## src/rtl/core/mids_pkg.sv

```systemverilog
`default_nettype none

package mids_pkg;

	localparam int unsigned XLEN    = 32;
	localparam int unsigned REG_AW  = 5;
	localparam int unsigned REG_NUM = 32;

	localparam logic [REG_AW-1:0] REG_LINK = 5'd31;

	typedef enum logic [2:0] {
		CLS_NOP    = 3'd0,
		CLS_REG    = 3'd1,
		CLS_IMM    = 3'd2,
		CLS_LOAD   = 3'd3,
		CLS_STORE  = 3'd4,
		CLS_BRANCH = 3'd5,
		CLS_JUMP   = 3'd6,
		CLS_UNK    = 3'd7
	} cls_t;

	typedef enum logic [5:0] {
		MN_NOP   = 6'd0,
		MN_ADD   = 6'd1,
		MN_ADDU  = 6'd2,
		MN_AND   = 6'd3,
		MN_JR    = 6'd4,
		MN_NOR   = 6'd5,
		MN_OR    = 6'd6,
		MN_MOVN  = 6'd7,
		MN_MOVZ  = 6'd8,
		MN_SLT   = 6'd9,
		MN_SLTU  = 6'd10,
		MN_SLL   = 6'd11,
		MN_SRL   = 6'd12,
		MN_SUB   = 6'd13,
		MN_SUBU  = 6'd14,
		MN_XOR   = 6'd15,
		MN_BLTZ  = 6'd16,
		MN_J     = 6'd17,
		MN_JAL   = 6'd18,
		MN_LB    = 6'd19,
		MN_LBU   = 6'd20,
		MN_LHU   = 6'd21,
		MN_LUI   = 6'd22,
		MN_LW    = 6'd23,
		MN_ORI   = 6'd24,
		MN_SLTI  = 6'd25,
		MN_SLTIU = 6'd26,
		MN_SB    = 6'd27,
		MN_SH    = 6'd28,
		MN_SW    = 6'd29,
		MN_ADDI  = 6'd30,
		MN_ADDIU = 6'd31,
		MN_ANDI  = 6'd32,
		MN_XORI  = 6'd33,
		MN_BEQ   = 6'd34,
		MN_BNE   = 6'd35,
		MN_BGTZ  = 6'd36,
		MN_BLEZ  = 6'd37,
		MN_ERR   = 6'd38
	} mnem_t;

	// primary opcodes
	localparam logic [5:0] OP_SPECIAL = 6'h00;
	localparam logic [5:0] OP_REGIMM  = 6'h01;
	localparam logic [5:0] OP_J       = 6'h02;
	localparam logic [5:0] OP_JAL     = 6'h03;
	localparam logic [5:0] OP_BEQ     = 6'h04;
	localparam logic [5:0] OP_BNE     = 6'h05;
	localparam logic [5:0] OP_BLEZ    = 6'h06;
	localparam logic [5:0] OP_BGTZ    = 6'h07;
	localparam logic [5:0] OP_ADDI    = 6'h08;
	localparam logic [5:0] OP_ADDIU   = 6'h09;
	localparam logic [5:0] OP_SLTI    = 6'h0a;
	localparam logic [5:0] OP_SLTIU   = 6'h0b;
	localparam logic [5:0] OP_ANDI    = 6'h0c;
	localparam logic [5:0] OP_ORI     = 6'h0d;
	localparam logic [5:0] OP_XORI    = 6'h0e;
	localparam logic [5:0] OP_LUI     = 6'h0f;
	localparam logic [5:0] OP_LB      = 6'h20;
	localparam logic [5:0] OP_LW      = 6'h23;
	localparam logic [5:0] OP_LBU     = 6'h24;
	localparam logic [5:0] OP_LHU     = 6'h25;
	localparam logic [5:0] OP_SB      = 6'h28;
	localparam logic [5:0] OP_SH      = 6'h29;
	localparam logic [5:0] OP_SW      = 6'h2b;

	// SPECIAL function codes
	localparam logic [5:0] FN_SLL  = 6'h00;
	localparam logic [5:0] FN_SRL  = 6'h02;
	localparam logic [5:0] FN_JR   = 6'h08;
	localparam logic [5:0] FN_MOVZ = 6'h0a;
	localparam logic [5:0] FN_MOVN = 6'h0b;
	localparam logic [5:0] FN_ADD  = 6'h20;
	localparam logic [5:0] FN_ADDU = 6'h21;
	localparam logic [5:0] FN_SUB  = 6'h22;
	localparam logic [5:0] FN_SUBU = 6'h23;
	localparam logic [5:0] FN_AND  = 6'h24;
	localparam logic [5:0] FN_OR   = 6'h25;
	localparam logic [5:0] FN_XOR  = 6'h26;
	localparam logic [5:0] FN_NOR  = 6'h27;
	localparam logic [5:0] FN_SLT  = 6'h2a;
	localparam logic [5:0] FN_SLTU = 6'h2b;

	typedef struct packed {
		cls_t              instr_class;
		mnem_t             mnemonic;
		logic [REG_AW-1:0] src_reg;
		logic [REG_AW-1:0] tgt_reg;
		logic [REG_AW-1:0] dst_reg;
		logic [XLEN-1:0]   imm_value;
		logic [XLEN-1:0]   operand_one;
		logic [XLEN-1:0]   operand_two;
		logic [XLEN-1:0]   branch_target;
		logic              redirect;
	} dec_res_t;

endpackage

`default_nettype wire

```

## src/rtl/core/mids_in_if.sv

```systemverilog
`default_nettype none

interface mids_in_if;
	logic        valid;
	logic        ready;
	logic        action;
	logic [31:0] instruction;
	logic [31:0] fetch_pc;
	logic [4:0]  write_index;
	logic [31:0] write_value;

	modport source (
		output valid, action, instruction, fetch_pc, write_index, write_value,
		input  ready
	);
	modport sink (
		input  valid, action, instruction, fetch_pc, write_index, write_value,
		output ready
	);
endinterface

`default_nettype wire

```

## src/rtl/core/mids_out_if.sv

```systemverilog
`default_nettype none

interface mids_out_if;
	logic        valid;
	logic        ready;
	logic [2:0]  instr_class;
	logic [5:0]  mnemonic;
	logic [4:0]  src_reg;
	logic [4:0]  tgt_reg;
	logic [4:0]  dst_reg;
	logic [31:0] imm_value;
	logic [31:0] operand_one;
	logic [31:0] operand_two;
	logic [31:0] branch_target;
	logic        redirect;

	modport source (
		output valid, instr_class, mnemonic, src_reg, tgt_reg, dst_reg, imm_value,
		       operand_one, operand_two, branch_target, redirect,
		input  ready
	);
	modport sink (
		input  valid, instr_class, mnemonic, src_reg, tgt_reg, dst_reg, imm_value,
		       operand_one, operand_two, branch_target, redirect,
		output ready
	);
endinterface

`default_nettype wire

```

## src/rtl/core/mids_ram.sv

```systemverilog
`default_nettype none

module mids_ram #(
	parameter int unsigned WIDTH = 32,
	parameter int unsigned DEPTH = 32,
	localparam int unsigned AW   = (DEPTH > 1) ? $clog2(DEPTH) : 1
) (
	input  wire logic             clk,
	input  wire logic             we,
	input  wire logic [AW-1:0]    waddr,
	input  wire logic [WIDTH-1:0] wdata,
	input  wire logic             re,
	input  wire logic [AW-1:0]    raddr_a,
	input  wire logic [AW-1:0]    raddr_b,
	output      logic [WIDTH-1:0] rdata_a,
	output      logic [WIDTH-1:0] rdata_b
);

	logic [WIDTH-1:0] mem [DEPTH];

	always_ff @(posedge clk) begin
		if (we) begin
			mem[waddr] <= wdata;
		end
		if (re) begin
			rdata_a <= mem[raddr_a];
			rdata_b <= mem[raddr_b];
		end
	end

endmodule

`default_nettype wire

```

## src/rtl/core/mids_decoder.sv

```systemverilog
`default_nettype none

module mids_decoder (
	input  wire logic [31:0]        instruction,
	input  wire logic [31:0]        rs_val,
	input  wire logic [31:0]        rt_val,
	output      mids_pkg::dec_res_t res
);

	logic [5:0]  op;
	logic [5:0]  fn;
	logic [4:0]  sh;
	logic [31:0] imm_raw;
	logic [31:0] imm_sx;

	assign op      = instruction[31:26];
	assign fn      = instruction[5:0];
	assign sh      = instruction[10:6];
	assign imm_raw = {16'h0000, instruction[15:0]};
	assign imm_sx  = {{16{instruction[15]}}, instruction[15:0]};

	always_comb begin
		res               = '0;
		res.src_reg       = instruction[25:21];
		res.tgt_reg       = instruction[20:16];
		res.dst_reg       = instruction[15:11];
		res.imm_value     = imm_raw;
		res.instr_class   = mids_pkg::CLS_NOP;
		res.mnemonic      = mids_pkg::MN_NOP;

		if (instruction == 32'h0000_0000) begin
			res.tgt_reg   = '0;
			res.dst_reg   = '0;
			res.imm_value = '0;
		end else if (op == mids_pkg::OP_SPECIAL) begin
			res.instr_class = mids_pkg::CLS_REG;
			res.operand_one = rs_val;
			res.operand_two = rt_val;
			unique case (fn)
				mids_pkg::FN_ADD:  res.mnemonic = mids_pkg::MN_ADD;
				mids_pkg::FN_ADDU: res.mnemonic = mids_pkg::MN_ADDU;
				mids_pkg::FN_AND:  res.mnemonic = mids_pkg::MN_AND;
				mids_pkg::FN_JR: begin
					res.mnemonic      = mids_pkg::MN_JR;
					res.instr_class   = mids_pkg::CLS_BRANCH;
					res.operand_two   = '0;
					res.tgt_reg       = '0;
					res.dst_reg       = '0;
					res.branch_target = rs_val;
				end
				mids_pkg::FN_NOR:  res.mnemonic = mids_pkg::MN_NOR;
				mids_pkg::FN_OR:   res.mnemonic = mids_pkg::MN_OR;
				mids_pkg::FN_MOVN: res.mnemonic = mids_pkg::MN_MOVN;
				mids_pkg::FN_MOVZ: res.mnemonic = mids_pkg::MN_MOVZ;
				mids_pkg::FN_SLT:  res.mnemonic = mids_pkg::MN_SLT;
				mids_pkg::FN_SLTU: res.mnemonic = mids_pkg::MN_SLTU;
				mids_pkg::FN_SLL: begin
					res.mnemonic    = mids_pkg::MN_SLL;
					res.operand_one = {27'd0, sh};
				end
				mids_pkg::FN_SRL: begin
					res.mnemonic    = mids_pkg::MN_SRL;
					res.operand_one = {27'd0, sh};
				end
				mids_pkg::FN_SUB:  res.mnemonic = mids_pkg::MN_SUB;
				mids_pkg::FN_SUBU: res.mnemonic = mids_pkg::MN_SUBU;
				mids_pkg::FN_XOR:  res.mnemonic = mids_pkg::MN_XOR;
				default:           res.mnemonic = mids_pkg::MN_ERR;
			endcase
		end else if (op == mids_pkg::OP_REGIMM) begin
			res.instr_class   = mids_pkg::CLS_BRANCH;
			res.mnemonic      = mids_pkg::MN_BLTZ;
			res.operand_one   = rs_val;
			res.tgt_reg       = '0;
			res.imm_value     = imm_sx;
			res.branch_target = imm_sx;
		end else if (op == mids_pkg::OP_J || op == mids_pkg::OP_JAL) begin
			res.instr_class   = mids_pkg::CLS_JUMP;
			res.mnemonic      = (op == mids_pkg::OP_J) ? mids_pkg::MN_J : mids_pkg::MN_JAL;
			res.branch_target = {6'd0, instruction[25:0]};
			res.redirect      = 1'b1;
		end else begin
			res.operand_one = rs_val;
			res.operand_two = rt_val;
			res.imm_value   = imm_sx;
			unique case (op)
				mids_pkg::OP_LB: begin
					res.instr_class = mids_pkg::CLS_LOAD;
					res.mnemonic    = mids_pkg::MN_LB;
				end
				mids_pkg::OP_LBU: begin
					res.instr_class = mids_pkg::CLS_LOAD;
					res.mnemonic    = mids_pkg::MN_LBU;
				end
				mids_pkg::OP_LHU: begin
					res.instr_class = mids_pkg::CLS_LOAD;
					res.mnemonic    = mids_pkg::MN_LHU;
				end
				mids_pkg::OP_LUI: begin
					res.instr_class = mids_pkg::CLS_IMM;
					res.mnemonic    = mids_pkg::MN_LUI;
					res.imm_value   = {instruction[15:0], 16'h0000};
				end
				mids_pkg::OP_LW: begin
					res.instr_class = mids_pkg::CLS_LOAD;
					res.mnemonic    = mids_pkg::MN_LW;
				end
				mids_pkg::OP_ORI: begin
					res.instr_class = mids_pkg::CLS_IMM;
					res.mnemonic    = mids_pkg::MN_ORI;
					res.imm_value   = imm_raw;
				end
				mids_pkg::OP_SLTI: begin
					res.instr_class = mids_pkg::CLS_IMM;
					res.mnemonic    = mids_pkg::MN_SLTI;
				end
				mids_pkg::OP_SLTIU: begin
					res.instr_class = mids_pkg::CLS_IMM;
					res.mnemonic    = mids_pkg::MN_SLTIU;
				end
				mids_pkg::OP_SB: begin
					res.instr_class = mids_pkg::CLS_STORE;
					res.mnemonic    = mids_pkg::MN_SB;
				end
				mids_pkg::OP_SH: begin
					res.instr_class = mids_pkg::CLS_STORE;
					res.mnemonic    = mids_pkg::MN_SH;
				end
				mids_pkg::OP_SW: begin
					res.instr_class = mids_pkg::CLS_STORE;
					res.mnemonic    = mids_pkg::MN_SW;
				end
				mids_pkg::OP_ADDI: begin
					res.instr_class = mids_pkg::CLS_IMM;
					res.mnemonic    = mids_pkg::MN_ADDI;
				end
				mids_pkg::OP_ADDIU: begin
					res.instr_class = mids_pkg::CLS_IMM;
					res.mnemonic    = mids_pkg::MN_ADDIU;
				end
				mids_pkg::OP_ANDI: begin
					res.instr_class = mids_pkg::CLS_IMM;
					res.mnemonic    = mids_pkg::MN_ANDI;
					res.imm_value   = imm_raw;
				end
				mids_pkg::OP_XORI: begin
					res.instr_class = mids_pkg::CLS_IMM;
					res.mnemonic    = mids_pkg::MN_XORI;
					res.imm_value   = imm_raw;
				end
				mids_pkg::OP_BEQ: begin
					res.instr_class   = mids_pkg::CLS_BRANCH;
					res.mnemonic      = mids_pkg::MN_BEQ;
					res.branch_target = imm_sx;
				end
				mids_pkg::OP_BNE: begin
					res.instr_class   = mids_pkg::CLS_BRANCH;
					res.mnemonic      = mids_pkg::MN_BNE;
					res.branch_target = imm_sx;
				end
				mids_pkg::OP_BGTZ: begin
					res.instr_class   = mids_pkg::CLS_BRANCH;
					res.mnemonic      = mids_pkg::MN_BGTZ;
					res.tgt_reg       = '0;
					res.operand_two   = '0;
					res.branch_target = imm_sx;
				end
				mids_pkg::OP_BLEZ: begin
					res.instr_class   = mids_pkg::CLS_BRANCH;
					res.mnemonic      = mids_pkg::MN_BLEZ;
					res.tgt_reg       = '0;
					res.operand_two   = '0;
					res.branch_target = imm_sx;
				end
				default: begin
					// unknown opcode keeps the raw immediate
					res.instr_class = mids_pkg::CLS_UNK;
					res.mnemonic    = mids_pkg::MN_ERR;
					res.imm_value   = imm_raw;
				end
			endcase
		end
	end

endmodule

`default_nettype wire

```

## src/rtl/core/mips_instruction_decode_stage.sv

```systemverilog
// Decode stage with a private 32 x 32 register file.
// dec_in (valid/ready): one beat per item. action 0 decodes instruction and
// produces one beat on dec_out; action 1 writes write_value into register
// write_index and produces nothing. JAL also writes fetch_pc+1 to r31 at its
// accept edge, after its own register reads.
// dec_out (valid/ready): class, mnemonic, register fields, extended
// immediate, both operands, branch target and the redirect flag.
// Path: a decode beat is registered into the s1 stage along with its register
// reads, decoded combinationally, and registered into s2, which drives dec_out.
// Throughput: one beat per cycle while dec_out is not held; the two-port
// register file RAM launches its reads at the accept edge.
// Reset: dec_out goes empty and all 32 registers read as zero (per-register
// valid flags clear at once); no clearing pass, dec_in is ready right away.
// Stall: when dec_out is held, the s2 register keeps its beat, s1 fills
// with one more decode beat, then dec_in.ready drops until dec_out moves.
`default_nettype none

module mips_instruction_decode_stage (
	input wire logic  clk,
	input wire logic  arst_n,
	mids_in_if.sink   dec_in,
	mids_out_if.source dec_out
);

	logic                     acc;
	logic                     dec_acc;
	logic                     wr_acc;
	logic                     jal_acc;
	logic                     s1_adv;

	logic                     rf_we;
	logic [mids_pkg::REG_AW-1:0] rf_waddr;
	logic [mids_pkg::XLEN-1:0]   rf_wdata;
	logic [mids_pkg::XLEN-1:0]   rdata_a;
	logic [mids_pkg::XLEN-1:0]   rdata_b;
	logic [mids_pkg::REG_NUM-1:0] rf_vld_q;

	logic                     vld_s1;
	logic [31:0]              ins_s1;
	logic                     rs_vld_s1;
	logic                     rt_vld_s1;
	logic [mids_pkg::XLEN-1:0] rs_val;
	logic [mids_pkg::XLEN-1:0] rt_val;

	mids_pkg::dec_res_t       dec_res;
	logic                     vld_s2;
	mids_pkg::dec_res_t       res_s2;

	assign s1_adv       = !vld_s2 || dec_out.ready;
	assign dec_in.ready = !vld_s1 || s1_adv;

	assign acc     = dec_in.valid && dec_in.ready;
	assign dec_acc = acc && !dec_in.action;
	assign wr_acc  = acc && dec_in.action;
	assign jal_acc = dec_acc && (dec_in.instruction[31:26] == mids_pkg::OP_JAL);

	assign rf_we    = wr_acc || jal_acc;
	assign rf_waddr = wr_acc ? dec_in.write_index : mids_pkg::REG_LINK;
	assign rf_wdata = wr_acc ? dec_in.write_value : dec_in.fetch_pc + 32'd1;

	mids_ram #(
		.WIDTH (mids_pkg::XLEN),
		.DEPTH (mids_pkg::REG_NUM)
	) u_regfile (
		.clk     (clk),
		.we      (rf_we),
		.waddr   (rf_waddr),
		.wdata   (rf_wdata),
		.re      (dec_acc),
		.raddr_a (dec_in.instruction[25:21]),
		.raddr_b (dec_in.instruction[20:16]),
		.rdata_a (rdata_a),
		.rdata_b (rdata_b)
	);

	// a register never written since reset reads as zero
	always_ff @(posedge clk or negedge arst_n) begin
		if (!arst_n) begin
			rf_vld_q <= '0;
		end else if (rf_we) begin
			rf_vld_q[rf_waddr] <= 1'b1;
		end
	end

	always_ff @(posedge clk or negedge arst_n) begin
		if (!arst_n) begin
			vld_s1 <= 1'b0;
		end else if (acc) begin
			vld_s1 <= !dec_in.action;
		end else if (s1_adv) begin
			vld_s1 <= 1'b0;
		end
	end

	always_ff @(posedge clk) begin
		if (dec_acc) begin
			ins_s1    <= dec_in.instruction;
			rs_vld_s1 <= rf_vld_q[dec_in.instruction[25:21]];
			rt_vld_s1 <= rf_vld_q[dec_in.instruction[20:16]];
		end
	end

	assign rs_val = rs_vld_s1 ? rdata_a : '0;
	assign rt_val = rt_vld_s1 ? rdata_b : '0;

	mids_decoder u_decoder (
		.instruction (ins_s1),
		.rs_val      (rs_val),
		.rt_val      (rt_val),
		.res         (dec_res)
	);

	always_ff @(posedge clk or negedge arst_n) begin
		if (!arst_n) begin
			vld_s2 <= 1'b0;
		end else if (s1_adv) begin
			vld_s2 <= vld_s1;
		end
	end

	always_ff @(posedge clk) begin
		if (s1_adv && vld_s1) begin
			res_s2 <= dec_res;
		end
	end

	assign dec_out.valid         = vld_s2;
	assign dec_out.instr_class   = res_s2.instr_class;
	assign dec_out.mnemonic      = res_s2.mnemonic;
	assign dec_out.src_reg       = res_s2.src_reg;
	assign dec_out.tgt_reg       = res_s2.tgt_reg;
	assign dec_out.dst_reg       = res_s2.dst_reg;
	assign dec_out.imm_value     = res_s2.imm_value;
	assign dec_out.operand_one   = res_s2.operand_one;
	assign dec_out.operand_two   = res_s2.operand_two;
	assign dec_out.branch_target = res_s2.branch_target;
	assign dec_out.redirect      = res_s2.redirect;

endmodule

`default_nettype wire
```

## src/flat_wrapper.sv

```systemverilog
// flat-port wrapper written by rule: the top's interface ports become plain ports
module mips_instruction_decode_stage_flat 
  (clk, arst_n, dec_in_valid, dec_in_action, dec_in_instruction, dec_in_fetch_pc, dec_in_write_index, dec_in_write_value, dec_in_ready, dec_out_valid, dec_out_instr_class, dec_out_mnemonic, dec_out_src_reg, dec_out_tgt_reg, dec_out_dst_reg, dec_out_imm_value, dec_out_operand_one, dec_out_operand_two, dec_out_branch_target, dec_out_redirect, dec_out_ready);
  mids_in_if dec_in_i ();
  mids_out_if dec_out_i ();
  input wire logic clk;
  input wire logic arst_n;
  input wire logic [$bits(dec_in_i.valid)-1:0] dec_in_valid;
  input wire logic [$bits(dec_in_i.action)-1:0] dec_in_action;
  input wire logic [$bits(dec_in_i.instruction)-1:0] dec_in_instruction;
  input wire logic [$bits(dec_in_i.fetch_pc)-1:0] dec_in_fetch_pc;
  input wire logic [$bits(dec_in_i.write_index)-1:0] dec_in_write_index;
  input wire logic [$bits(dec_in_i.write_value)-1:0] dec_in_write_value;
  output wire logic [$bits(dec_in_i.ready)-1:0] dec_in_ready;
  output wire logic [$bits(dec_out_i.valid)-1:0] dec_out_valid;
  output wire logic [$bits(dec_out_i.instr_class)-1:0] dec_out_instr_class;
  output wire logic [$bits(dec_out_i.mnemonic)-1:0] dec_out_mnemonic;
  output wire logic [$bits(dec_out_i.src_reg)-1:0] dec_out_src_reg;
  output wire logic [$bits(dec_out_i.tgt_reg)-1:0] dec_out_tgt_reg;
  output wire logic [$bits(dec_out_i.dst_reg)-1:0] dec_out_dst_reg;
  output wire logic [$bits(dec_out_i.imm_value)-1:0] dec_out_imm_value;
  output wire logic [$bits(dec_out_i.operand_one)-1:0] dec_out_operand_one;
  output wire logic [$bits(dec_out_i.operand_two)-1:0] dec_out_operand_two;
  output wire logic [$bits(dec_out_i.branch_target)-1:0] dec_out_branch_target;
  output wire logic [$bits(dec_out_i.redirect)-1:0] dec_out_redirect;
  input wire logic [$bits(dec_out_i.ready)-1:0] dec_out_ready;
  assign dec_in_i.valid = dec_in_valid;
  assign dec_in_i.action = dec_in_action;
  assign dec_in_i.instruction = dec_in_instruction;
  assign dec_in_i.fetch_pc = dec_in_fetch_pc;
  assign dec_in_i.write_index = dec_in_write_index;
  assign dec_in_i.write_value = dec_in_write_value;
  assign dec_in_ready = dec_in_i.ready;
  assign dec_out_valid = dec_out_i.valid;
  assign dec_out_instr_class = dec_out_i.instr_class;
  assign dec_out_mnemonic = dec_out_i.mnemonic;
  assign dec_out_src_reg = dec_out_i.src_reg;
  assign dec_out_tgt_reg = dec_out_i.tgt_reg;
  assign dec_out_dst_reg = dec_out_i.dst_reg;
  assign dec_out_imm_value = dec_out_i.imm_value;
  assign dec_out_operand_one = dec_out_i.operand_one;
  assign dec_out_operand_two = dec_out_i.operand_two;
  assign dec_out_branch_target = dec_out_i.branch_target;
  assign dec_out_redirect = dec_out_i.redirect;
  assign dec_out_i.ready = dec_out_ready;
  mips_instruction_decode_stage u_core (.clk(clk), .arst_n(arst_n), .dec_in(dec_in_i), .dec_out(dec_out_i));
endmodule
```

## config.mk

```make
export PLATFORM = sky130hd
export DESIGN_NAME = mips_instruction_decode_stage_flat
export DESIGN_NICKNAME = d
export VERILOG_FILES = /design/src/rtl/core/mids_pkg.sv /design/src/rtl/core/mids_in_if.sv /design/src/rtl/core/mids_out_if.sv /design/src/rtl/core/mids_ram.sv /design/src/rtl/core/mids_decoder.sv /design/src/rtl/core/mips_instruction_decode_stage.sv /design/src/flat_wrapper.sv
export SDC_FILE = /design/constraint.sdc
export NUM_CORES = 2
export LEC_CHECK = 0
export BUFFER_PORTS_ARGS = -buffer_cell sky130_fd_sc_hd__buf_2
export CAP_MARGIN = 0
export CORE_MARGIN = 1.5
export CORE_UTILIZATION = 25
export DETAILED_ROUTE_END_ITERATION = 10
export PLACE_DENSITY_LB_ADDON = 0.3
export SYNTH_ARGS = -nofsm -noshare
export SYNTH_HDL_FRONTEND = slang
export SYNTH_SLANG_ARGS = --single-unit
```

## constraint.sdc

```tcl
create_clock -name clk -period 6.3 [get_ports clk]
set_clock_uncertainty 0.2 [all_clocks]
set_input_delay 0.63 -clock clk [delete_from_list [all_inputs] [get_ports clk]]
set_output_delay 0.63 -clock clk [all_outputs]
set_load 0.02 [all_outputs]
```

==> summary by stage <==
Critical path
STA classifies the critical path startpoint as a primary input. The worst endpoint required time is ~6.6 ns. The endpoint type of the worst setup path is a flip-flop. The origin of the worst setup path is dec_out_ready. Of all nets on the critical path, the largest fanout is 30. The arrival time of data at the critical path endpoint is ~4.0 ns. The beginning of the worst register-to-register path is u_core.dec_out.valid. The setup path with the least slack is of type in2reg.

Power and ir drop
The analysis attributes to cell leakage a power of approximately 0.021 uW. The worst supply voltage drop on vdd is approximately 250 uV. The total power is between 15000 and 20000 uW.

In this run the power density over the cells is between 200 and 300 mW/mm2.

Clocking
In this run the post-CTS setup repair buffer count came out at 0. The cell at the root of the clock tree is sky130_fd_sc_hd__clkbuf_16. The number of clock sinks is between 1000 and 1500.

The maximum level of the CTS H-tree is 4. The clock-pin slew on the worst setup and hold paths is around 0.07 ns. The CTS tree is yes. The clock latency reported for the late side of the worst-skew pair is 0.79 ns. TritonCTS created roughly 140 clock buffers. The largest buffer count on any clock path is 3.

GRT
For this run the aggregate overflow at the end of global routing stands at 0. For this run, global-route usage on met1 was measured as between 20% and 30%. The largest net degree at the start of global routing is about 140. The number of antenna violations at the first check in global routing is 16. Global routing used under 10% of the available met3 tracks. The via count of the first global-routing pass is 33100.

The global-route wire length before repair is roughly 260 mm. For this run, global-route usage on met2 was measured as between 20% and 30%. The layer flagged by global routing as most heavily used is met2.

Across every metal layer, demand over resource in global routing totals between 10% and 20%.

Finish
Counting the fill cells in the layout gives approximately 23000. The area of all sequential standard cells is 0.0391 mm2. The final layout contains 3429 nets. Cells with a size suffix above 1 make up between 30% and 40% of the layout. The multi-input logic area is between 0.015 and 0.02 mm2.

The area growth from synthesis to layout is 18.6%. Cells fill around 30% of the core in the end. The register with the most flip-flops in the layout has slightly above 1000 of them. The largest register by flop count is u_core.u_regfile.mem.

Status
The run finished with clean final reports.

Min path
The worst hold-check path type is in2reg. The start point of the worst hold path is dec_in_write_index[0].

Synth
For this run, the leading register cell type out of synthesis is sky130_fd_sc_hd__edfxtp_1. Averaged over all synthesized cells, the footprint is 19.5 um2. The count of flip-flops with a built-in enable after synthesis is 1275.

After synthesis, the netlist uses 67 different library cells. The sequential cell area fraction in the yosys report is ~68%. The instance count of the mapped netlist is roughly 3000.

The number of synthesized register bits is about 1300. Counting flops with an async set or reset pin after synthesis yields a share of about 2.6%. The number of nets handed over by synthesis was between 3000 and 4000. The mapped netlist covers ~0.058 mm2. The number of synthesis warnings is 0.

Placement
Port buffering added 260 buffers. The worst setup timing slack at the placement stage is 2.14 ns. The global placement routability congestion is approximately 0.82. After legalization and detailed placement, the total HPWL measured 123 mm.

Drt
The number of search-and-repair iterations in the first detailed-routing pass is 5. The post-route antenna net violation count is 0. Dividing the detail-routed via count by the number of cells gives around 5.1. The average routed wire per standard cell is slightly below 30 um.

The final route contains around 33000 vias. The post-detailed-route DRC marker count is 0. The detailed router's first-iteration violation count is about 3600. The final layout contains routed wiring with a total length of about 190 mm.

STA
Based on the critical path, the design can be clocked at up to ~0.26 GHz. The final period demand of the worst path is roughly 3.8 ns. Setup violations remaining at the end of the flow were counted as 0. After layout, the worst path uses roughly three fifths of the clock period. The slew at the pin with the worst max-slew slack is 1.33 ns. Setup repair after global routing left no endpoint under its margin.

The final total negative setup slack is 0 ns. The headroom to the max-slew limit is around 11%. The number of endpoints with negative hold slack in the final report is 0. The post-route worst setup slack is 2.51 ns.

The total count of max-transition violations in the final report was 0.

Job
Max-cap violations in this run came to 0.

Floorplanning
The starting density of the core is approximately a quarter. The top-level port count is about 260. The area of the core is approximately 0.23 mm2. The die area is about 0.23 mm2. The die is a little under 500 um tall. Row generation in the floorplan step produced 176 rows. The die span in x is approximately 480 um.
==> report_power, final <==
part,total (uW),internal (uW),switching [uW]
Clock,8260,4660,3600
Sequential,9930,9820,104
Combinational,1680,608,1070
Total,19900,15100,4770
==> worst max-delay path, stage by stage <==
cell	delay [ns]
sky130_fd_sc_hd__dlygate4sd3_1	0.52
sky130_fd_sc_hd__buf_2	0.13
sky130_fd_sc_hd__nand3b_1	0.27
sky130_fd_sc_hd__and3_4	0.56
sky130_fd_sc_hd__nand3_1	0.48
sky130_fd_sc_hd__nor2_4	0.98
sky130_fd_sc_hd__buf_4	0.43
==> cell type report <==
type                       count  area share [%]
inverter                      11          0.0603
sequential                  1309            57.2
clock inverter                83            1.06
multi-input combinational   1418            26.3
antenna                        2         0.00731
timing repair buffer         438            4.27
tap                         3026            5.53
clock buffer                 181            5.57
==> repair_timing <==
action | CTS | global route
hold buffers | 29 | 0
setup endpoints to repair | 0 | 0
gates resized for setup | 0 | 0
hold endpoints to repair | 62 | 0
==> layout by cell type, fill, tap and decap left out, drive strengths merged, types with 20 or more instances in the layout <==
cell and count:
a21oi 22, o21bai 20, mux4 528, o22ai 264, clkbuf 181, clkinv 57
buf 409, o21ai 56, nand2 76, dlygate4sd3 29, and2 44, edfxtp 1275
nor2 82, dfrtp 34, inv 24, nor4 84, a32o 21, nor2b 21
nand3 29
==> final timing paths <==
check	to	slack, ns	cells after the start
max	u_core.u_regfile.mem[23][12]	2.51	7
min	u_core.rf_vld_q[17]	0.04	3
max reg2reg	u_core.u_regfile.mem[23][12]	2.64	5
min reg2reg	u_core.rf_vld_q[28]	0.28	1
max in group asynchronous	u_core.rf_vld_q[6]	4.99	2
min in group asynchronous	u_core.dec_out.valid	0.32	2
==> metal layers <==
| layer | vias to the layer above | wire length, um |
|---|---|---|
| met1 | 17900 | 80800 |
| met3 | 232 | 12400 |
| li1 | 13500 | - |
| met5 | - | 51 |
| met2 | 1335 | 90500 |
| met4 | 6 | 4970 |
==> through the flow <==
step | hold WS [ns] | std cells | instance area [um2]
after CTS | 0.0000439 | 6466 | 68400
after global routing | 0.0194 | 6467 | 68400
after global placement | 0.260 | 6173 | 63600
after floorplan | 0.134 | 2964 | 57700
after detailed placement | 0.267 | 6173 | 63600
final | 0.0448 | 6468 | 68500
==> synthesized netlist by cell type (all sizes together) (22+ instances only) <==
cell type / number / area [um2]
a21oi: 22 / 110
and2: 44 / 350
buf: 139 / 801
clkbuf: 87 / 327
dfrtp: 34 / 851
edfxtp: 1275 / 38300
mux4: 528 / 11900
nand2: 76 / 290
nand3: 29 / 145
nor2: 82 / 310
nor4: 84 / 589
o21ai: 56 / 280
o22ai: 264 / 1650
==> logic make-up (layout without fill, tap and decap cells) <==
| family | Yosys count | after routing | synth area share (%) |
|---|---|---|---|
| AOI/OAI and AO/OA | 430 | 430 | 4.81 |
| xor gates and xnor gates | 31 | 31 | 0.470 |
| other | 0 | 2 | 0 |
| buffers and inverters | 237 | 713 | 2.02 |
| muxes | 530 | 530 | 20.6 |
| DFF | 1309 | 1309 | 67.8 |
| adders and majority gates | 1 | 1 | 0.0217 |
| and+or+nand+nor | 426 | 426 | 4.26 |
Note: power is estimated with default switching activity, not from simulation.
